===== config.mk =====
export PLATFORM = sky130hd
export DESIGN_NAME = wav_riff_stream_parser_flat
export DESIGN_NICKNAME = d
export VERILOG_FILES = /design/src/rtl/wrsp_pkg.sv /design/src/rtl/wrsp_in_if.sv /design/src/rtl/wrsp_out_if.sv /design/src/rtl/wrsp_fmt_check.sv /design/src/rtl/wav_riff_stream_parser.sv /design/src/flat_wrapper.sv
export VERILOG_INCLUDE_DIRS = /design/src /design/src/rtl
export SDC_FILE = /design/constraint.sdc
export NUM_CORES = 1
export LEC_CHECK = 0
export BUFFER_PORTS_ARGS = -buffer_cell sky130_fd_sc_hd__buf_2
export CORE_ASPECT_RATIO = 0.8
export CORE_MARGIN = 1.5
export CORE_UTILIZATION = 65
export CTS_BUF_LIST = sky130_fd_sc_hd__clkbuf_2 sky130_fd_sc_hd__clkbuf_4 sky130_fd_sc_hd__clkbuf_8
export DETAILED_ROUTE_END_ITERATION = 7
export PLACE_DENSITY_LB_ADDON = 0.1
export SYNTH_ARGS = -nofsm -noshare
export SYNTH_HDL_FRONTEND = slang
export SYNTH_SLANG_ARGS = --single-unit

===== constraint.sdc =====
create_clock -name clk -period 9.6 [get_ports clk]
set_input_delay 1.44 -clock clk [delete_from_list [all_inputs] [get_ports clk]]
set_output_delay 1.44 -clock clk [all_outputs]
set_load 0.01 [all_outputs]

===== src/rtl/wav_riff_stream_parser_assert.svh =====
// Assertion macros for the WAV stream parser (clock clk, reset rst_n).
`ifndef WAV_RIFF_STREAM_PARSER_ASSERT_SVH
`define WAV_RIFF_STREAM_PARSER_ASSERT_SVH

// Same-cycle implication.
`define WRSP_ASSERT_NOW(name, ante, cons, msg) \
    name: assert property (@(posedge clk) disable iff (!rst_n) (ante) |-> (cons)) \
        else $error(msg);

// Next-cycle implication.
`define WRSP_ASSERT_NEXT(name, ante, cons, msg) \
    name: assert property (@(posedge clk) disable iff (!rst_n) (ante) |=> (cons)) \
        else $error(msg);

`endif


===== src/rtl/wrsp_pkg.sv =====
// Shared types and constants of the WAV stream parser.
`default_nettype none

package wrsp_pkg;

    localparam logic [31:0] TAG_RIFF = 32'h5249_4646;
    localparam logic [31:0] TAG_WAVE = 32'h5741_5645;
    localparam logic [31:0] TAG_FMT  = 32'h666d_7420;
    localparam logic [31:0] TAG_DATA = 32'h6461_7461;

    localparam logic [31:0] FMT_BODY_MIN = 32'd16;
    localparam logic [15:0] PCM_TAG      = 16'd1;

    localparam logic [1:0] KIND_SAMPLE = 2'd0;
    localparam logic [1:0] KIND_FORMAT = 2'd1;
    localparam logic [1:0] KIND_REJECT = 2'd2;
    localparam logic [1:0] KIND_END    = 2'd3;

    localparam int unsigned NUM_RATES = 9;
    localparam logic [31:0] RATE_LIST [NUM_RATES] = '{
        32'd48000, 32'd44100, 32'd32000, 32'd24000, 32'd22050,
        32'd16000, 32'd12000, 32'd11025, 32'd8000
    };

    typedef struct packed {
        logic [15:0] fmt_tag;
        logic [15:0] chan;
        logic [31:0] rate;
        logic [15:0] bits;
    } fmt_fields_t;

endpackage

`default_nettype wire


===== src/rtl/wrsp_in_if.sv =====
// Input channel: one file byte per word.
`default_nettype none

interface wrsp_in_if;
    logic       valid;
    logic       ready;
    logic [7:0] in_byte;
    logic       is_final;

    modport source (output valid, output in_byte, output is_final, input ready);
    modport sink   (input valid, input in_byte, input is_final, output ready);
endinterface

`default_nettype wire


===== src/rtl/wrsp_out_if.sv =====
// Result channel: one parser event per word.
`default_nettype none

interface wrsp_out_if;
    logic        valid;
    logic        ready;
    logic [1:0]  kind;
    logic [7:0]  out_byte;
    logic [1:0]  num_chan;
    logic [4:0]  sample_bits;
    logic [15:0] rate_hz;
    logic [1:0]  frame_pos;
    logic        frame_done;
    logic        stream_done;

    modport source (
        output valid, output kind, output out_byte, output num_chan,
        output sample_bits, output rate_hz, output frame_pos,
        output frame_done, output stream_done, input ready
    );
    modport sink (
        input valid, input kind, input out_byte, input num_chan,
        input sample_bits, input rate_hz, input frame_pos,
        input frame_done, input stream_done, output ready
    );
endinterface

`default_nettype wire


===== src/rtl/wrsp_fmt_check.sv =====
// PCM fmt chunk field validation.
`default_nettype none

module wrsp_fmt_check (
    input  wrsp_pkg::fmt_fields_t fields,
    output logic                  fmt_ok
);

    logic rate_ok;

    always_comb
    begin
        rate_ok = 1'b0;
        for (int i = 0; i < wrsp_pkg::NUM_RATES; i++)
        begin
            if (fields.rate == wrsp_pkg::RATE_LIST[i])
            begin
                rate_ok = 1'b1;
            end
        end
    end

    assign fmt_ok = (fields.fmt_tag == wrsp_pkg::PCM_TAG)
                 && (fields.chan == 16'd1 || fields.chan == 16'd2)
                 && rate_ok
                 && (fields.bits == 16'd8 || fields.bits == 16'd16);

endmodule

`default_nettype wire


===== src/rtl/wav_riff_stream_parser.sv =====
// WAV (RIFF/WAVE PCM) byte stream parser, top level.
// Takes one file byte per word and emits at most one event per byte: a sample
// byte with its frame position, format accepted, stream rejected, or end of
// stream on the byte marked final. A byte is taken in every cycle in which
// the result register is empty or its word is being taken, so the sustained
// rate is one byte per cycle and the event for a byte appears on the result
// channel in the following cycle. The parser returns to its reset state
// after the final byte.
`default_nettype none

`include "wav_riff_stream_parser_assert.svh"

module wav_riff_stream_parser (
    input  logic              clk,
    input  logic              rst_n,
    wrsp_in_if.sink           stream,
    wrsp_out_if.source        result
);

    typedef enum logic [2:0] {
        PH_RIFF = 3'd0,
        PH_HDR  = 3'd1,
        PH_FMT  = 3'd2,
        PH_SKIP = 3'd3,
        PH_TAIL = 3'd4,
        PH_DATA = 3'd5,
        PH_REJ  = 3'd6
    } phase_t;

    phase_t      phase_reg, phase_next;
    logic [3:0]  byte_count_reg, byte_count_next;
    logic [31:0] tag_shift_reg, tag_shift_next;
    logic [31:0] chunk_left_reg, chunk_left_next;
    logic        riff_nz_reg, riff_nz_next;
    logic [15:0] fmt_tag_reg, fmt_tag_next;
    logic [15:0] chan_reg, chan_next;
    logic [31:0] rate_reg, rate_next;
    logic [15:0] bits_reg, bits_next;
    logic        format_found_reg, format_found_next;
    logic [1:0]  frame_index_reg, frame_index_next;

    logic        res_valid_reg, res_valid_next;
    logic [1:0]  res_kind_reg, res_kind_next;
    logic [7:0]  res_byte_reg, res_byte_next;
    logic [1:0]  res_chan_reg, res_chan_next;
    logic [4:0]  res_bits_reg, res_bits_next;
    logic [15:0] res_rate_reg, res_rate_next;
    logic [1:0]  res_fpos_reg, res_fpos_next;
    logic        res_fdone_reg, res_fdone_next;
    logic        res_sdone_reg, res_sdone_next;

    logic        accept;
    logic        has_result;
    logic [7:0]  b;
    logic        fin;

    wrsp_pkg::fmt_fields_t fmt_cand;
    logic                  fmt_ok;
    logic [28:0]           frame_bytes;
    logic [31:0]           last_idx;

    assign b      = stream.in_byte;
    assign fin    = stream.is_final;
    assign accept = stream.valid && stream.ready;
    assign stream.ready = !res_valid_reg || result.ready;

    // fmt body fields after this byte, little endian
    always_comb
    begin
        fmt_cand.fmt_tag = fmt_tag_reg;
        fmt_cand.chan    = chan_reg;
        fmt_cand.rate    = rate_reg;
        fmt_cand.bits    = bits_reg;
        if (byte_count_reg < 4'd2)
        begin
            fmt_cand.fmt_tag = {b, fmt_tag_reg[15:8]};
        end
        else if (byte_count_reg < 4'd4)
        begin
            fmt_cand.chan = {b, chan_reg[15:8]};
        end
        else if (byte_count_reg < 4'd8)
        begin
            fmt_cand.rate = {b, rate_reg[31:8]};
        end
        else if (byte_count_reg >= 4'd14)
        begin
            fmt_cand.bits = {b, bits_reg[15:8]};
        end
    end

    wrsp_fmt_check u_fmt_check (
        .fields (fmt_cand),
        .fmt_ok (fmt_ok)
    );

    assign frame_bytes = 29'(chan_reg) * 29'(bits_reg[15:3]);
    assign last_idx    = {3'b000, frame_bytes} - 32'd1;

    always_comb
    begin
        logic ev_sample;
        logic ev_accept;
        logic ev_reject;
        logic rejected_before;

        ev_sample = 1'b0;
        ev_accept = 1'b0;
        ev_reject = 1'b0;
        rejected_before = (phase_reg != PH_RIFF) && (phase_reg != PH_HDR)
                       && (phase_reg != PH_FMT) && (phase_reg != PH_SKIP)
                       && (phase_reg != PH_TAIL) && (phase_reg != PH_DATA);

        phase_next        = phase_reg;
        byte_count_next   = byte_count_reg;
        tag_shift_next    = tag_shift_reg;
        chunk_left_next   = chunk_left_reg;
        riff_nz_next      = riff_nz_reg;
        fmt_tag_next      = fmt_tag_reg;
        chan_next         = chan_reg;
        rate_next         = rate_reg;
        bits_next         = bits_reg;
        format_found_next = format_found_reg;
        frame_index_next  = frame_index_reg;

        res_byte_next  = 8'd0;
        res_fpos_next  = 2'd0;
        res_fdone_next = 1'b0;
        res_kind_next  = wrsp_pkg::KIND_SAMPLE;

        case (phase_reg)
            PH_RIFF:
            begin
                if (byte_count_reg < 4'd4 || byte_count_reg >= 4'd8)
                begin
                    tag_shift_next = {tag_shift_reg[23:0], b};
                end
                else if (b != 8'd0)
                begin
                    riff_nz_next = 1'b1;
                end
                if (byte_count_reg == 4'd3 && tag_shift_next != wrsp_pkg::TAG_RIFF)
                begin
                    phase_next = PH_REJ;
                    ev_reject  = 1'b1;
                end
                else if (byte_count_reg >= 4'd11)
                begin
                    byte_count_next = 4'd0;
                    if (!riff_nz_next || tag_shift_next != wrsp_pkg::TAG_WAVE)
                    begin
                        phase_next = PH_REJ;
                        ev_reject  = 1'b1;
                    end
                    else
                    begin
                        phase_next = PH_HDR;
                    end
                end
                else
                begin
                    byte_count_next = byte_count_reg + 4'd1;
                end
            end
            PH_HDR:
            begin
                if (byte_count_reg < 4'd4)
                begin
                    tag_shift_next = {tag_shift_reg[23:0], b};
                end
                else
                begin
                    chunk_left_next = {b, chunk_left_reg[31:8]};
                end
                if (byte_count_reg >= 4'd7)
                begin
                    byte_count_next = 4'd0;
                    if (!format_found_reg && tag_shift_next == wrsp_pkg::TAG_FMT
                        && chunk_left_next >= wrsp_pkg::FMT_BODY_MIN)
                    begin
                        chunk_left_next = chunk_left_next - wrsp_pkg::FMT_BODY_MIN;
                        phase_next      = PH_FMT;
                    end
                    else if (format_found_reg && tag_shift_next == wrsp_pkg::TAG_DATA)
                    begin
                        phase_next = (chunk_left_next == 32'd0) ? PH_HDR : PH_DATA;
                    end
                    else
                    begin
                        phase_next = (chunk_left_next == 32'd0) ? PH_HDR : PH_SKIP;
                    end
                end
                else
                begin
                    byte_count_next = byte_count_reg + 4'd1;
                end
            end
            PH_FMT:
            begin
                fmt_tag_next = fmt_cand.fmt_tag;
                chan_next    = fmt_cand.chan;
                rate_next    = fmt_cand.rate;
                bits_next    = fmt_cand.bits;
                if (byte_count_reg >= 4'd15)
                begin
                    byte_count_next = 4'd0;
                    if (!fmt_ok)
                    begin
                        phase_next = PH_REJ;
                        ev_reject  = 1'b1;
                    end
                    else if (chunk_left_reg == 32'd0)
                    begin
                        format_found_next = 1'b1;
                        phase_next        = PH_HDR;
                        ev_accept         = 1'b1;
                    end
                    else
                    begin
                        phase_next = PH_TAIL;
                    end
                end
                else
                begin
                    byte_count_next = byte_count_reg + 4'd1;
                end
            end
            PH_SKIP:
            begin
                chunk_left_next = chunk_left_reg - 32'd1;
                if (chunk_left_next == 32'd0)
                begin
                    phase_next = PH_HDR;
                end
            end
            PH_TAIL:
            begin
                chunk_left_next = chunk_left_reg - 32'd1;
                if (chunk_left_next == 32'd0)
                begin
                    format_found_next = 1'b1;
                    phase_next        = PH_HDR;
                    ev_accept         = 1'b1;
                end
            end
            PH_DATA:
            begin
                ev_sample     = 1'b1;
                res_byte_next = b;
                res_fpos_next = frame_index_reg;
                if ({30'd0, frame_index_reg} >= last_idx)
                begin
                    res_fdone_next   = 1'b1;
                    frame_index_next = 2'd0;
                end
                else
                begin
                    frame_index_next = frame_index_reg + 2'd1;
                end
                chunk_left_next = chunk_left_reg - 32'd1;
                if (chunk_left_next == 32'd0)
                begin
                    phase_next = PH_HDR;
                end
            end
            default:
            begin
            end
        endcase

        has_result = ev_sample || ev_accept || ev_reject || fin;

        if (ev_sample)
        begin
            res_kind_next = wrsp_pkg::KIND_SAMPLE;
        end
        else if (ev_accept)
        begin
            res_kind_next = wrsp_pkg::KIND_FORMAT;
        end
        else if (ev_reject)
        begin
            res_kind_next = wrsp_pkg::KIND_REJECT;
        end
        else if (!format_found_next && !rejected_before)
        begin
            res_kind_next = wrsp_pkg::KIND_REJECT;
        end
        else
        begin
            res_kind_next = wrsp_pkg::KIND_END;
            res_fpos_next = frame_index_next;
        end

        res_chan_next  = format_found_next ? chan_next[1:0] : 2'd0;
        res_bits_next  = format_found_next ? bits_next[4:0] : 5'd0;
        res_rate_next  = format_found_next ? rate_next[15:0] : 16'd0;
        res_sdone_next = fin;

        if (fin)
        begin
            phase_next        = PH_RIFF;
            byte_count_next   = 4'd0;
            tag_shift_next    = 32'd0;
            chunk_left_next   = 32'd0;
            riff_nz_next      = 1'b0;
            fmt_tag_next      = 16'd0;
            chan_next         = 16'd0;
            rate_next         = 32'd0;
            bits_next         = 16'd0;
            format_found_next = 1'b0;
            frame_index_next  = 2'd0;
        end

        if (accept)
        begin
            res_valid_next = has_result;
        end
        else if (result.ready)
        begin
            res_valid_next = 1'b0;
        end
        else
        begin
            res_valid_next = res_valid_reg;
        end
    end

    always_ff @(posedge clk or negedge rst_n)
    begin
        if (!rst_n)
        begin
            phase_reg        <= PH_RIFF;
            byte_count_reg   <= 4'd0;
            tag_shift_reg    <= 32'd0;
            chunk_left_reg   <= 32'd0;
            riff_nz_reg      <= 1'b0;
            fmt_tag_reg      <= 16'd0;
            chan_reg         <= 16'd0;
            rate_reg         <= 32'd0;
            bits_reg         <= 16'd0;
            format_found_reg <= 1'b0;
            frame_index_reg  <= 2'd0;
            res_valid_reg    <= 1'b0;
            res_kind_reg     <= wrsp_pkg::KIND_SAMPLE;
            res_byte_reg     <= 8'd0;
            res_chan_reg     <= 2'd0;
            res_bits_reg     <= 5'd0;
            res_rate_reg     <= 16'd0;
            res_fpos_reg     <= 2'd0;
            res_fdone_reg    <= 1'b0;
            res_sdone_reg    <= 1'b0;
        end
        else
        begin
            res_valid_reg <= res_valid_next;
            if (accept)
            begin
                phase_reg        <= phase_next;
                byte_count_reg   <= byte_count_next;
                tag_shift_reg    <= tag_shift_next;
                chunk_left_reg   <= chunk_left_next;
                riff_nz_reg      <= riff_nz_next;
                fmt_tag_reg      <= fmt_tag_next;
                chan_reg         <= chan_next;
                rate_reg         <= rate_next;
                bits_reg         <= bits_next;
                format_found_reg <= format_found_next;
                frame_index_reg  <= frame_index_next;
                if (has_result)
                begin
                    res_kind_reg  <= res_kind_next;
                    res_byte_reg  <= res_byte_next;
                    res_chan_reg  <= res_chan_next;
                    res_bits_reg  <= res_bits_next;
                    res_rate_reg  <= res_rate_next;
                    res_fpos_reg  <= res_fpos_next;
                    res_fdone_reg <= res_fdone_next;
                    res_sdone_reg <= res_sdone_next;
                end
            end
        end
    end

    assign result.valid       = res_valid_reg;
    assign result.kind        = res_kind_reg;
    assign result.out_byte    = res_byte_reg;
    assign result.num_chan    = res_chan_reg;
    assign result.sample_bits = res_bits_reg;
    assign result.rate_hz     = res_rate_reg;
    assign result.frame_pos   = res_fpos_reg;
    assign result.frame_done  = res_fdone_reg;
    assign result.stream_done = res_sdone_reg;

    `WRSP_ASSERT_NEXT(a_result_follows_word, accept,
        res_valid_reg == $past(has_result), "result register out of step with input word")
    `WRSP_ASSERT_NEXT(a_final_rearms, accept && fin,
        phase_reg == PH_RIFF && byte_count_reg == 4'd0 && !format_found_reg,
        "parser not rearmed after final word")
    `WRSP_ASSERT_NOW(a_format_legal, format_found_reg,
        (chan_reg == 16'd1 || chan_reg == 16'd2) && (bits_reg == 16'd8 || bits_reg == 16'd16),
        "accepted format holds illegal fields")
    `WRSP_ASSERT_NOW(a_data_needs_format, phase_reg == PH_DATA,
        format_found_reg, "data phase without accepted format")

endmodule

`default_nettype wire

===== src/flat_wrapper.sv =====
// flat-port wrapper written by rule: the top's interface ports become plain ports
module wav_riff_stream_parser_flat 
  (clk, rst_n, stream_valid, stream_in_byte, stream_is_final, stream_ready, result_valid, result_kind, result_out_byte, result_num_chan, result_sample_bits, result_rate_hz, result_frame_pos, result_frame_done, result_stream_done, result_ready);
  wrsp_in_if stream_i ();
  wrsp_out_if result_i ();
  input  logic clk;
  input  logic rst_n;
  input wire logic [$bits(stream_i.valid)-1:0] stream_valid;
  input wire logic [$bits(stream_i.in_byte)-1:0] stream_in_byte;
  input wire logic [$bits(stream_i.is_final)-1:0] stream_is_final;
  output wire logic [$bits(stream_i.ready)-1:0] stream_ready;
  output wire logic [$bits(result_i.valid)-1:0] result_valid;
  output wire logic [$bits(result_i.kind)-1:0] result_kind;
  output wire logic [$bits(result_i.out_byte)-1:0] result_out_byte;
  output wire logic [$bits(result_i.num_chan)-1:0] result_num_chan;
  output wire logic [$bits(result_i.sample_bits)-1:0] result_sample_bits;
  output wire logic [$bits(result_i.rate_hz)-1:0] result_rate_hz;
  output wire logic [$bits(result_i.frame_pos)-1:0] result_frame_pos;
  output wire logic [$bits(result_i.frame_done)-1:0] result_frame_done;
  output wire logic [$bits(result_i.stream_done)-1:0] result_stream_done;
  input wire logic [$bits(result_i.ready)-1:0] result_ready;
  assign stream_i.valid = stream_valid;
  assign stream_i.in_byte = stream_in_byte;
  assign stream_i.is_final = stream_is_final;
  assign stream_ready = stream_i.ready;
  assign result_valid = result_i.valid;
  assign result_kind = result_i.kind;
  assign result_out_byte = result_i.out_byte;
  assign result_num_chan = result_i.num_chan;
  assign result_sample_bits = result_i.sample_bits;
  assign result_rate_hz = result_i.rate_hz;
  assign result_frame_pos = result_i.frame_pos;
  assign result_frame_done = result_i.frame_done;
  assign result_stream_done = result_i.stream_done;
  assign result_i.ready = result_ready;
  wav_riff_stream_parser u_core (.clk(clk), .rst_n(rst_n), .stream(stream_i), .result(result_i));
endmodule

* Word level (Yosys, flattened, before mapping)
Index checks and enable logic that the tools add are counted.
** Operators by class
- Add/subtract/negate cells :: 5
- $mul :: 1
- Magnitude comparators :: 10
- Equal/unequal tests :: 34
- Muxes and demuxes :: 99
- Reductions and logical operators :: 48
** Operators by type and width (count)
- two-way mux 32 bit :: 13
- two-way mux 16 bit :: 11
- case mux 32 bit (2 select lines) :: 2
- equality test 32 x 14 -> 1 bit (second input constant) :: 3
- equality test 32 x 15 -> 1 bit (second input constant) :: 3
- logical NOT 32 bit :: 3
- equality test 32 x 16 -> 1 bit (second input constant) :: 2
- equality test 32 x 31 -> 1 bit (second input constant) :: 2
- two-way mux 64 bit :: 1
- != test 32 x 31 -> 1 bit (second input constant) :: 2
- two-way mux 48 bit :: 1
- two-way mux 3 bit :: 12
- two-way mux 1 bit :: 34
- equality test 16 x 1 -> 1 bit (second input constant) :: 2
- equality test 32 x 13 -> 1 bit (second input constant) :: 1
- >= comparator 2 x 32 -> 1 bit :: 1
- >= comparator 32 x 5 -> 1 bit (second input constant) :: 1
- subtractor 32 x 1 -> 32 bit (second input constant) :: 1
- subtractor 32 x 5 -> 32 bit (second input constant) :: 1
- subtractor 29 x 1 -> 30 bit (second input constant) :: 1
- multiplier 16 x 13 -> 29 bit :: 1
- two-way mux 2 bit :: 13
- two-way mux 4 bit :: 5
- equality test 16 x 2 -> 1 bit (second input constant) :: 1
- other kinds (35) :: 80
** Storage, ports and cells
- Register bits :: 193
- Bits of input ports :: 13
- Output and inout bits :: 39

* Logic depth before layout (Yosys ltp)
Gate-level depths: netlist of the first run.
- Word-level depth :: 26
- Depth in mapped cells :: 23

* Cells and area by module
From an unflattened synthesis of the first run, not the netlist that was laid out.
** Unflattened totals
- Cell total of the unflattened synthesis :: 2394
- Area total of the unflattened synthesis :: 20360.8 um2
** By module, submodules not included
- wav_riff_stream_parser :: times used 1, cells an instance 2334, area an instance 19945.4 um2
- wrsp_fmt_check :: times used 1, cells an instance 60, area an instance 415.4 um2

* Worst setup path before layout of the first run
Ideal clock, no wire load.
- Kind :: reg2reg
- Start :: reg u_core.bits_reg[10]
- End :: reg u_core.res_fdone_reg (netlist: u_core.result.frame_done)
- Arrival :: 6940 ps
- Required time :: 9534 ps
- Path slack :: 2594 ps
- Stages on the path, launching flop included :: 24
- Cell sequence :: dfrtp_1 clkbuf_1 clkbuf_1 nand2_1 fa_1 fa_1 inv_1 fa_1 fa_1 fa_1 inv_1 fa_1 inv_1 ha_1 clkbuf_1 a211oi_1 o211ai_1 a221oi_1 inv_1 or4_1 nand3_1 o311ai_0 nor4_1 mux2_2
** Between the ends
- Longest elaborated chain between the ends :: 14
** Ends and longest elaborated chain
- start: declaration :: line wav_riff_stream_parser.sv:38 : logic [15:0] bits_reg, bits_next;
- start signal: assignment :: line wav_riff_stream_parser.sv:367 : bits_reg <= bits_next;
- branches (longest 14 deep; another with >= comparator 2 x 32 -> 1 bit)
- end signal: assignment :: line wav_riff_stream_parser.sv:378 : res_fdone_reg <= res_fdone_next;
- end: declaration :: line wav_riff_stream_parser.sv:49 : logic res_fdone_reg, res_fdone_next;
Several ways; the timed one is not identified.
A chain may end at the register's enable or synchronous reset.

* Worst setup path after layout of the first run
Ends and elaborated chain as after synthesis.

==> results of run 1 <==
cell usage after synthesis (8+ instances only):
| cell | count | area share (%) |
|---|---|---|
| sky130_fd_sc_hd__nor2b_1 | 13 | 0.40 |
| sky130_fd_sc_hd__mux2_4 | 20 | 1.5 |
| sky130_fd_sc_hd__mux2_2 | 11 | 0.60 |
| sky130_fd_sc_hd__nor4_1 | 39 | 1.2 |
| sky130_fd_sc_hd__a211oi_1 | 11 | 0.40 |
| sky130_fd_sc_hd__o21a_1 | 10 | 0.37 |
| sky130_fd_sc_hd__nor4b_1 | 11 | 0.47 |
| sky130_fd_sc_hd__o22ai_1 | 10 | 0.31 |
| sky130_fd_sc_hd__o31ai_1 | 11 | 0.40 |
| sky130_fd_sc_hd__clkbuf_1 | 150 | 2.7 |
| sky130_fd_sc_hd__nor3b_1 | 14 | 0.51 |
| sky130_fd_sc_hd__or4_1 | 12 | 0.44 |
| sky130_fd_sc_hd__ha_1 | 108 | 6.6 |
| sky130_fd_sc_hd__nor3_1 | 66 | 1.6 |
| sky130_fd_sc_hd__a22o_1 | 79 | 3.4 |
| sky130_fd_sc_hd__nand4b_1 | 15 | 0.64 |
| sky130_fd_sc_hd__nand2_1 | 304 | 5.6 |
| sky130_fd_sc_hd__nor2_1 | 127 | 2.3 |
| sky130_fd_sc_hd__a22oi_1 | 43 | 1.6 |
| sky130_fd_sc_hd__o211ai_1 | 13 | 0.48 |
| sky130_fd_sc_hd__inv_1 | 241 | 4.4 |
| sky130_fd_sc_hd__buf_2 | 15 | 0.37 |
| sky130_fd_sc_hd__o21ai_0 | 127 | 3.1 |
| sky130_fd_sc_hd__and2_1 | 80 | 2.4 |
| sky130_fd_sc_hd__mux2i_1 | 57 | 2.8 |
| sky130_fd_sc_hd__buf_1 | 8 | 0.15 |
| sky130_fd_sc_hd__dfrtp_1 | 193 | 24 |
| sky130_fd_sc_hd__nand4_1 | 32 | 0.98 |
| sky130_fd_sc_hd__or3_1 | 15 | 0.46 |
| sky130_fd_sc_hd__nand3_1 | 53 | 1.3 |
| sky130_fd_sc_hd__xor2_1 | 19 | 0.81 |
| sky130_fd_sc_hd__a21oi_1 | 78 | 1.9 |
| sky130_fd_sc_hd__a21o_1 | 19 | 0.70 |
| sky130_fd_sc_hd__a31oi_1 | 15 | 0.46 |
| sky130_fd_sc_hd__and3_1 | 22 | 0.67 |
| sky130_fd_sc_hd__nand2b_1 | 14 | 0.43 |
| sky130_fd_sc_hd__fa_1 | 161 | 16 |
| sky130_fd_sc_hd__xnor2_1 | 25 | 1.1 |
final cells by class:
cell class	count	area, µm²	share of cell area, %
multi-input combinational	1787	14080	66.43
sequential	193	4830	22.79
inverter	241	904.6	4.270
tap	413	516.7	2.439
timing repair buffer	74	436.7	2.061
clock buffer	19	261.5	1.234
clock inverter	13	162.7	0.7677
how the worst min path moves through the flow:
stage | startpoint | end | slack (ns) | cells past startpoint
2_1_floorplan | u_core.fmt_tag_reg[6] | u_core.fmt_tag_reg[6] | 0.46 | 1
3_3_place_gp | u_core.fmt_tag_reg[6] | u_core.fmt_tag_reg[6] | 0.48 | 1
3_5_place_dp | u_core.result.rate_hz[5] | u_core.result.rate_hz[5] | 0.49 | 1
4_1_cts | u_core.fmt_tag_reg[6] | u_core.fmt_tag_reg[6] | 0.51 | 1
5_1_grt | u_core.fmt_tag_reg[3] | u_core.fmt_tag_reg[3] | 0.53 | 1
6_report | u_core.result.rate_hz[7] | u_core.result.rate_hz[7] | 0.51 | 1
routing by layer:
layer	part of all wire [%]	wire, µm
met2	40	25360
met5	0	0
met1	45	28520
met4	2.2	1376
met3	13	8331
power by group through the flow:
stage                     Sequential, W  Combinational [W]  Clock [W]
final                           0.00119            0.00140   0.000584
after global routing            0.00119            0.00151   0.000618
after CTS                       0.00116            0.00134   0.000588
after detailed placement        0.00118            0.00134          0
after global placement          0.00117            0.00131          0
after floorplan                 0.00101            0.00109          0
cell families (layout without fill, tap and decap cells):
logic type,Yosys count,count (layout)
flip-flops,193,193
AND/OR/NAND/NOR,870,870
multiplexers,88,88
buffers and inverters,420,347
AO/OA/AOI/OAI,516,516
XOR/XNOR,44,44
adder cells (fa/ha/maj),269,269
metrics by stage:
stage / area (µm²) / hold slack (ns) / total power [W] / utilization [%] / cells
CTS: 21190 / 0.5150 / 0.003095 / 69.09 / 2740
detailed placement: 20760 / 0.4860 / 0.002516 / 67.71 / 2708
finish: 21190 / 0.5150 / 0.003176 / 69.09 / 2740
global placement: 20760 / 0.4759 / 0.002488 / 67.71 / 2708
floorplan: 20500 / 0.4573 / 0.002099 / - / 2400
global route: 21190 / 0.5314 / 0.003320 / 69.09 / 2740
==> results.txt, run 1 <==
The final layout contains routed wiring with a total length of 63,590 µm. For this design, the CTS-stage hold fixing added 0 buffers. Of the available clock period, the critical path in the final layout requires 81.88%. During synthesis, Yosys emitted a total of 0 warnings. The register-to-register setup slack is 1.74 ns. Adding up every negative setup slack in the final design gives 0 ns. The CTS H-tree depth came out at 4. The post-detailed-route via-to-cell ratio is 6.872. The complex-gate fraction of the synthesized area is 17.54%. The biggest cell delay along the critical path is 0.88 ns. The combinational family with the most area after synthesis is adder cells. The category of the critical setup timing path is register to register.

The critical path depth is 20. In this run the critical register-to-register path is launched from u_core.bits_reg[10]. The final route contains 18.83k vias. 0 antenna diodes ended up in the layout.

The setup slack of the critical path after layout came out at 1.740 ns. The worst setup path is captured at a register. The number of buffers and inverters on the critical path is 4.

Among all stages on the critical path, the largest delay is contributed by sky130_fd_sc_hd__dfrtp_1. The portion of total power attributed to combinational logic came out at 44.2%. Dividing total power by cell area gives a power density of 149.9 nW/µm².

The cell sitting at the root of the clock tree is a sky130_fd_sc_hd__clkbuf_8. The family with the most delay on the worst path is adder cells. The number of violations reported at the end of detailed-routing iteration 0 is 2,590.

Entering global routing, the biggest net connects 115 pins. The post-synthesis xor/xnor area fraction came out at 1.880%. The count of different cell masters after synthesis came out at 99. The required time of the critical path came out at 10.08 ns. The post-synthesis average cell area came out at 8.541 µm².

The first global-routing pass estimated 101,500 µm of wire. The fraction of power consumed by sequential logic came out at 37.4%. After Yosys synthesis, and, or, nand and nor cells account for 21.89% of the synthesized area.

The actual slew at the worst max-slew pin came out at 1.358 ns. Yosys mapped a number of flops with a built-in enable equal to 0. From synthesis to final layout, the design area changed by 3.363%.

The critical path ends at u_core.result.frame_done. In the final routed layout, each cell accounts on average for 23.21 µm. The die footprint is 32,620 µm².

In this run the core area contains 57 standard-cell rows. The routability-driven placement congestion ratio is 0.9995. The worst hold path belongs to the class register to register. The number of global-route vias before repair is 17.69k. The clock network accounts for 18.4% of the total power. The post-CTS repair timing setup buffer count is 0. The smallest clock period supported by the final layout is computed as 7.860 ns. The number of sinks on the clock net is 193. The hold violation total from the final report came out at 0. Detailed placement finished with a half-perimeter wire length of 46,920 µm. The most common library cell in the layout ignoring fill and taps is sky130_fd_sc_hd__nand2_1. The worst-case IR drop observed on VDD is 0.1507 mV.

The post-cts sizing count came out at 0. The tool flagged a number of max-cap violations equal to 0. The fraction of power spent switching nets is 49.14%. Setup repair after global routing left no endpoint under its margin.

The net count of the mapped netlist is 2,682. The critical path's most frequent cell is sky130_fd_sc_hd__fa_1. The latest clock arrival within the worst-skew pair is 0.54 ns. For this run, the total global-route usage over all layers was measured as 39.91%. The instance count of the mapped netlist came out at 2,400. The final number of setup-violating endpoints came out at 0. The synthesized netlist devotes 22.32% of its cell area to adder and majority cells. The width of the die came out at 201.5 µm. The number of inserted filler cells in the final layout is 2,430. The cell area after synthesis is 20,500 µm². The most used flip-flop cell after synthesis is sky130_fd_sc_hd__dfrtp_1. The number of remaining DRC errors came out at 0. Measured in cells, the most critical reg-to-reg path has a length of 20. The multiplexer area fraction after synthesis is 4.853%. The global routing's busiest layer is met1. The portion of the post-synthesis area used by sequential elements came out at 23.56%.

The biggest fanout along the worst timing path came out at 21. At the placement stage, the worst setup path has a slack of 1.836 ns. Counting flops and latches in the post-synthesis netlist gives 193.

The number of clock buffers inserted by TritonCTS came out at 17. The die height is 161.8 µm. The core area came out at 30,670 µm². TritonCTS built the clock tree.

In the layout the commonest cells are 304 x sky130_fd_sc_hd__nand2_1, 241 x sky130_fd_sc_hd__inv_1, 193 x sky130_fd_sc_hd__dfrtp_1. For this design the static power due to leakage is 9.580 nW. The total grt overflow is 0.

Counting flops with an async set or reset pin after synthesis yields a share of 100.0%. Tracing the worst setup path back leads to its startpoint at u_core.bits_reg[10]. In the global route stage, met1 resource usage came out at 63.04%. The flow ran to the end, and the final reports show no timing, DRC or antenna violations.

The final net count came out at 2,596. Headroom to the max-slew limit came out at 9.399%. The worst clock skew is 0.01919 ns. The proportion of layout cells with a drive suffix above 1 came out at 7.606%.

52 I/O pins were placed. The global routing usage on met2 came out at 53.53%. The remaining antenna violation count after routing came out at 0. Walking the worst path, the cells encountered are nand2_1 > fa_1 > fa_1 > inv_1 > fa_1 > fa_1 > fa_1 > inv_1 > fa_1 > inv_1 > ha_1 > a211oi_1 > o211ai_1 > a221oi_1 > inv_1 > or4_1 > nand3_1 > o311ai_0 > nor4_1 > mux2_2. The initial antenna violation count is 0. The count of buffers inserted at the top-level ports came out at 51. The internal power contribution came out at 0.001615 W. The maximum clock frequency came out at 127.2 MHz. The capture point of the worst reg-to-reg path is u_core.result.frame_done. The final number of max-transition violations is 0. STA classifies the critical path startpoint as a register.

The reported net switching power is 0.001561 W. Before antenna repair, the detailed router went through 6 iterations. For this run, global-route usage on met3 was measured as 10.39%.

The clock input transition at the sequential cells of the worst setup and hold paths is 0.12 ns. The starting utilization of the core area came out at 66.84%. The maximum count of clock buffers along a single path came out at 2. For the worst setup path, the data arrival time is 8.34 ns.
(Power assumes the default switching activity.)
==> run 2: changes to the inputs <==
ABC_AREA = 1   (was unset)
CORE_UTILIZATION = 60   (was 65)
clock period = 6.88 ns   (was 9.6 ns; I/O delays follow)
==> results.txt, run 2 <==
The class of the tightest hold or removal check is input port to async pin (was register to register). The footprint of the multi-input gates is 14,480 µm² (was 14,080 µm²). The simple-gate portion of the synthesized area came out at 31.29% (was 21.89%).

The areal power density over the cells came out at 229.2 nW/µm² (was 149.9 nW/µm²). The register bit count reported by yosys is 193 (unchanged). The global routing's busiest layer is met1 (unchanged). The most used flip-flop cell after synthesis was sky130_fd_sc_hd__dfrtp_1 (unchanged). The actual slew at the worst max-slew pin was 1.104 ns (was 1.358 ns).

The number of remaining DRC errors came out at 0 (unchanged). The via total after detailed routing is 22.24k (was 18.83k). The final instance count without filler cells was 3,879 (was 2,740). The number of violations reported at the end of detailed-routing iteration 0 is 2,559 (was 2,590).

The largest net degree at the start of global routing is 112 (was 115). The post-detailed-route via-to-cell ratio is 5.734 (was 6.872). The endpoint class of the critical path was a register (unchanged). The final number of max-transition violations is 0 (unchanged). The post-synthesis xor/xnor area fraction came out at 1.298% (was 1.880%).

The worst clock skew came out at 0.02010 ns (was 0.01919 ns). The number of cells on the worst reg-to-reg path came out at 26 (was 20). The area overhead of the layout relative to synthesis came out at 4.514% (was 3.363%). The proportion of layout cells with a drive suffix above 1 came out at 5.914% (was 7.606%). The number of sinks on the clock net is 193 (unchanged). The width of the die came out at 218.3 µm (was 201.5 µm).

The post-synthesis average cell area is 6.520 µm² (was 8.541 µm²). The initial antenna violation count came out at 0 (unchanged). The starting utilization of the core area was 61.44% (was 66.84%). The capture point of the worst reg-to-reg path is u_core.result.frame_pos[0] (was u_core.result.frame_done).

The maximum ir drop on the vdd rail is 0.3466 mV (was 0.1507 mV). The share of async-settable or async-resettable flops after synthesis is 100.0% (unchanged). The portion of the post-synthesis area used by sequential elements came out at 21.70% (was 23.56%). The instance count of the mapped netlist came out at 3,414 (was 2,400). The remaining antenna violation count after routing came out at 0 (unchanged). The multiplexer area fraction after synthesis is 0.1012% (was 4.853%). The category of the critical setup timing path is register to register (unchanged). Leading post-synthesis cells by instance count: 1,073 x sky130_fd_sc_hd__nand2_1, 599 x sky130_fd_sc_hd__inv_1, 292 x sky130_fd_sc_hd__nor2_1, 240 x sky130_fd_sc_hd__o21ai_0, 202 x sky130_fd_sc_hd__nand3_1 (was 304 x sky130_fd_sc_hd__nand2_1, 241 x sky130_fd_sc_hd__inv_1, 193 x sky130_fd_sc_hd__dfrtp_1, 161 x sky130_fd_sc_hd__fa_1, 150 x sky130_fd_sc_hd__clkbuf_1).

The count of different cell masters after synthesis came out at 54 (was 99). The overall track demand over capacity in global routing is 36.62% (was 39.91%). The count of maximum capacitance violations is 0 (unchanged). The cell leakage power is 12.38 nW (was 9.580 nW). The total of hold buffers inserted after clock tree synthesis came out at 0 (unchanged). The cell row count came to 62 (was 57). The met1 demand-to-capacity share in global routing is 54.64% (was 63.04%).

The combinational family with the most area after synthesis is simple AND/OR/NAND/NOR gates (was adder cells). The number of warnings printed during yosys synthesis came to 0 (unchanged). The total wirelength of the detailed-routed design is 68,290 µm (was 63,590 µm). The headroom to the max-slew limit is 26.33% (was 9.399%). The hold violation total from the final report came out at 0 (unchanged). The final number of setup-violating endpoints came out at 0 (unchanged). The met3 layer usage reported by global route came out at 6.753% (was 10.39%). The adder and majority cell fraction of the synthesized area came out at 20.55% (was 22.32%). The clock period minus worst slack came out at 6.428 ns (was 7.860 ns). The count of buffers inserted at the top-level ports came out at 51 (unchanged). The number of instances in the placed design is 3,839 (was 2,708).

The count of flip-flops with a built-in enable after synthesis came to 0 (unchanged). The maximum clock frequency is 155.6 MHz (was 127.2 MHz). The CTS H-tree depth is 4 (unchanged).

The required time of the critical path is 7.32 ns (was 10.08 ns). The biggest fanout along the worst timing path is 9 (was 21). The net count of the mapped netlist is 3,696 (was 2,682). The number of inserted filler cells in the final layout came out at 3,422 (was 2,430). The source of the worst register-to-register timing path is u_core.bits_reg[7] (was u_core.bits_reg[10]). The startpoint kind of the worst setup timing path was a register (unchanged). The number of ports placed on the die boundary came to 52 (unchanged).

The data arrival time of the worst path came to 6.87 ns (was 8.34 ns). The die height is 175.3 µm (was 161.8 µm). The share of the clock period used by the worst path after layout is 93.43% (was 81.88%). The final-layout setup total negative slack is 0 ns (unchanged). The count of inserted antenna diode cells came out at 0 (unchanged). The routed wire length per instance came out at 17.61 µm (was 23.21 µm). The leading cell type by number of instances after synthesis is sky130_fd_sc_hd__nand2_1 (unchanged). The latest clock arrival within the worst-skew pair came out at 0.54 ns (about the same). Unrepaired setup endpoints after global routing: false (unchanged). The clock input transition at the sequential cells of the worst setup and hold paths is 0.12 ns (about the same).

The global routing usage on met2 was 53.43% (was 53.53%). The most common library cell in the layout ignoring fill and taps was sky130_fd_sc_hd__nand2_1 (unchanged). The core area is 36,230 µm² (was 30,670 µm²). The cell at the root of the clock tree is sky130_fd_sc_hd__clkbuf_8 (unchanged).

The sequential standard cell area is 4853 µm² (was 4830 µm²). The first-pass detailed-route iteration total is 7 (was 6). The cell taking the most area after synthesis is sky130_fd_sc_hd__dfrtp_1 (unchanged). The HPWL after detailed placement is 52,490 µm (was 46,920 µm). The proportion of netlist area held by the largest area contributor was 21.70% (was 23.56%). The die footprint is 38,270 µm² (was 32,620 µm²).

The register-to-register setup slack came out at 0.45 ns (was 1.74 ns). The complex-gate fraction of the synthesized area was 11.48% (was 17.54%). The total grt overflow is 0 (unchanged).

The maximum count of clock buffers along a single path is 2 (unchanged). The number of clock buffers inserted by TritonCTS came out at 17 (unchanged). The first-pass GRT wire length is 110,700 µm (was 101,500 µm). Most area-consuming cells after synthesis: sky130_fd_sc_hd__dfrtp_1 22%, sky130_fd_sc_hd__nand2_1 18%, sky130_fd_sc_hd__fa_1 14% (was sky130_fd_sc_hd__dfrtp_1 24%, sky130_fd_sc_hd__fa_1 16%, sky130_fd_sc_hd__ha_1 6.6%).

The TritonCTS clock tree is built (unchanged). Status: finished clean (unchanged). The final net count came to 3,668 (was 2,596).

Most frequent cells in the layout: 1,072 x sky130_fd_sc_hd__nand2_1, 599 x sky130_fd_sc_hd__inv_1, 286 x sky130_fd_sc_hd__nor2_1 (was 304 x sky130_fd_sc_hd__nand2_1, 241 x sky130_fd_sc_hd__inv_1, 193 x sky130_fd_sc_hd__dfrtp_1). The number of global-route vias before repair was 21.15k (was 17.69k). The routability-driven placement congestion ratio is 1.002 (was 0.9995). The cell area after synthesis is 22,260 µm² (was 20,500 µm²).
-- run 2: cell types whose count changed in the layout (fill, tap and decap cells not counted), moves of 71 or more --
cell                      previous run  this run
sky130_fd_sc_hd__and2_1             80         1
sky130_fd_sc_hd__o21ai_0           127       238
sky130_fd_sc_hd__a22o_1             79         3
sky130_fd_sc_hd__inv_1             241       599
sky130_fd_sc_hd__nor2_1            125       286
sky130_fd_sc_hd__o21ai_1             3        74
sky130_fd_sc_hd__nand2_1           304      1072
sky130_fd_sc_hd__nand3_1            53       202
-- run 2: where the power goes --
| group | leakage (nW) | total [W] | switching [W] | internal, W |
|---|---|---|---|---|
| Sequential | 2.59 | 0.00165 | 0.000301 | 0.00135 |
| Clock | 0.212 | 0.000845 | 0.000524 | 0.000322 |
| Combinational | 9.58 | 0.00283 | 0.00205 | 0.000787 |
-- run 2: per-stage QoR --
stage	power (W)	hold slack, ns	setup slack [ns]	instance area [µm²]	util, %
after global placement	0.004333	0.4617	0.4967	22720	62.73
final	0.005331	0.4885	0.4520	23260	64.22
after floorplan	0.003606	0.4660	0.9255	22260	-
after detailed placement	0.004376	0.4740	0.3354	22720	62.73
after CTS	0.005220	0.5019	0.3182	23150	63.90
after global routing	0.005715	0.5241	0.0002531	23260	64.22
-- run 2: per-layer routing --
metal | routed length, µm | vias to the layer above
li1 | - | 10560
met1 | 30280 | 10460
met2 | 28620 | 1089
met3 | 7411 | 134
met4 | 1986 | 0
met5 | 0 | -
-- run 2: final cells by class --
class / count / area share [%]
clock buffer: 18 / 1.065
clock inverter: 14 / 0.7637
inverter: 610 / 9.853
multi-input combinational: 2466 / 62.22
sequential: 193 / 20.86
tap: 480 / 2.582
timing repair buffer: 98 / 2.652
-- run 2: repair_timing --
| item | CTS | global route |
|---|---|---|
| gates resized for setup | 0 | 28 |
| hold endpoints to repair | 0 | 0 |
| setup buffers | 0 | 8 |
| endpoints found under the setup margin | 0 | 4 |
-- run 2: cell families after synthesis --
| logic type | after synthesis |
|---|---|
| flops | 193 |
| compound gates | 474 |
| mux | 2 |
| fa+ha+maj | 269 |
| buf+inv | 755 |
| simple gates | 1688 |
| xor+xnor | 33 |
-- run 2: how the worst max path moves through the flow --
stage | from | endpoint | slack [ns] | depth (start not counted)
after CTS | u_core.bits_reg[6] | u_core.result.frame_pos[0] | 0.32 | 29
after floorplan | u_core.bits_reg[13] | u_core.result.frame_pos[0] | 0.93 | 29
after global placement | u_core.bits_reg[6] | u_core.result.frame_pos[0] | 0.50 | 29
final | u_core.bits_reg[7] | u_core.result.frame_pos[0] | 0.45 | 26
after detailed placement | u_core.bits_reg[5] | u_core.result.frame_pos[0] | 0.34 | 29
after global routing | u_core.bits_reg[5] | u_core.result.frame_pos[0] | 0.0003 | 28
-- run 2: critical path, stage by stage, from the launching register on --
cell	delay [ns]
sky130_fd_sc_hd__dfrtp_2	0.49
sky130_fd_sc_hd__buf_4	0.18
sky130_fd_sc_hd__nand2_1	0.06
sky130_fd_sc_hd__inv_1	0.05
sky130_fd_sc_hd__fa_1	0.47
sky130_fd_sc_hd__inv_1	0.06
sky130_fd_sc_hd__fa_1	0.54
sky130_fd_sc_hd__inv_1	0.07
sky130_fd_sc_hd__fa_1	0.53
sky130_fd_sc_hd__fa_1	0.45
sky130_fd_sc_hd__fa_1	0.55
sky130_fd_sc_hd__inv_1	0.06
sky130_fd_sc_hd__fa_1	0.52
sky130_fd_sc_hd__inv_1	0.04
sky130_fd_sc_hd__ha_1	0.38
sky130_fd_sc_hd__a21oi_1	0.22
sky130_fd_sc_hd__o21ai_0	0.18
sky130_fd_sc_hd__nor2_1	0.17
sky130_fd_sc_hd__nand2_1	0.12
sky130_fd_sc_hd__xnor2_1	0.24
sky130_fd_sc_hd__nand4_1	0.13
sky130_fd_sc_hd__nor2_1	0.13
sky130_fd_sc_hd__nand4_1	0.27
sky130_fd_sc_hd__nand2_1	0.19
sky130_fd_sc_hd__nor2_1	0.06
sky130_fd_sc_hd__nor2_1	0.09
sky130_fd_sc_hd__nor2_1	0.05
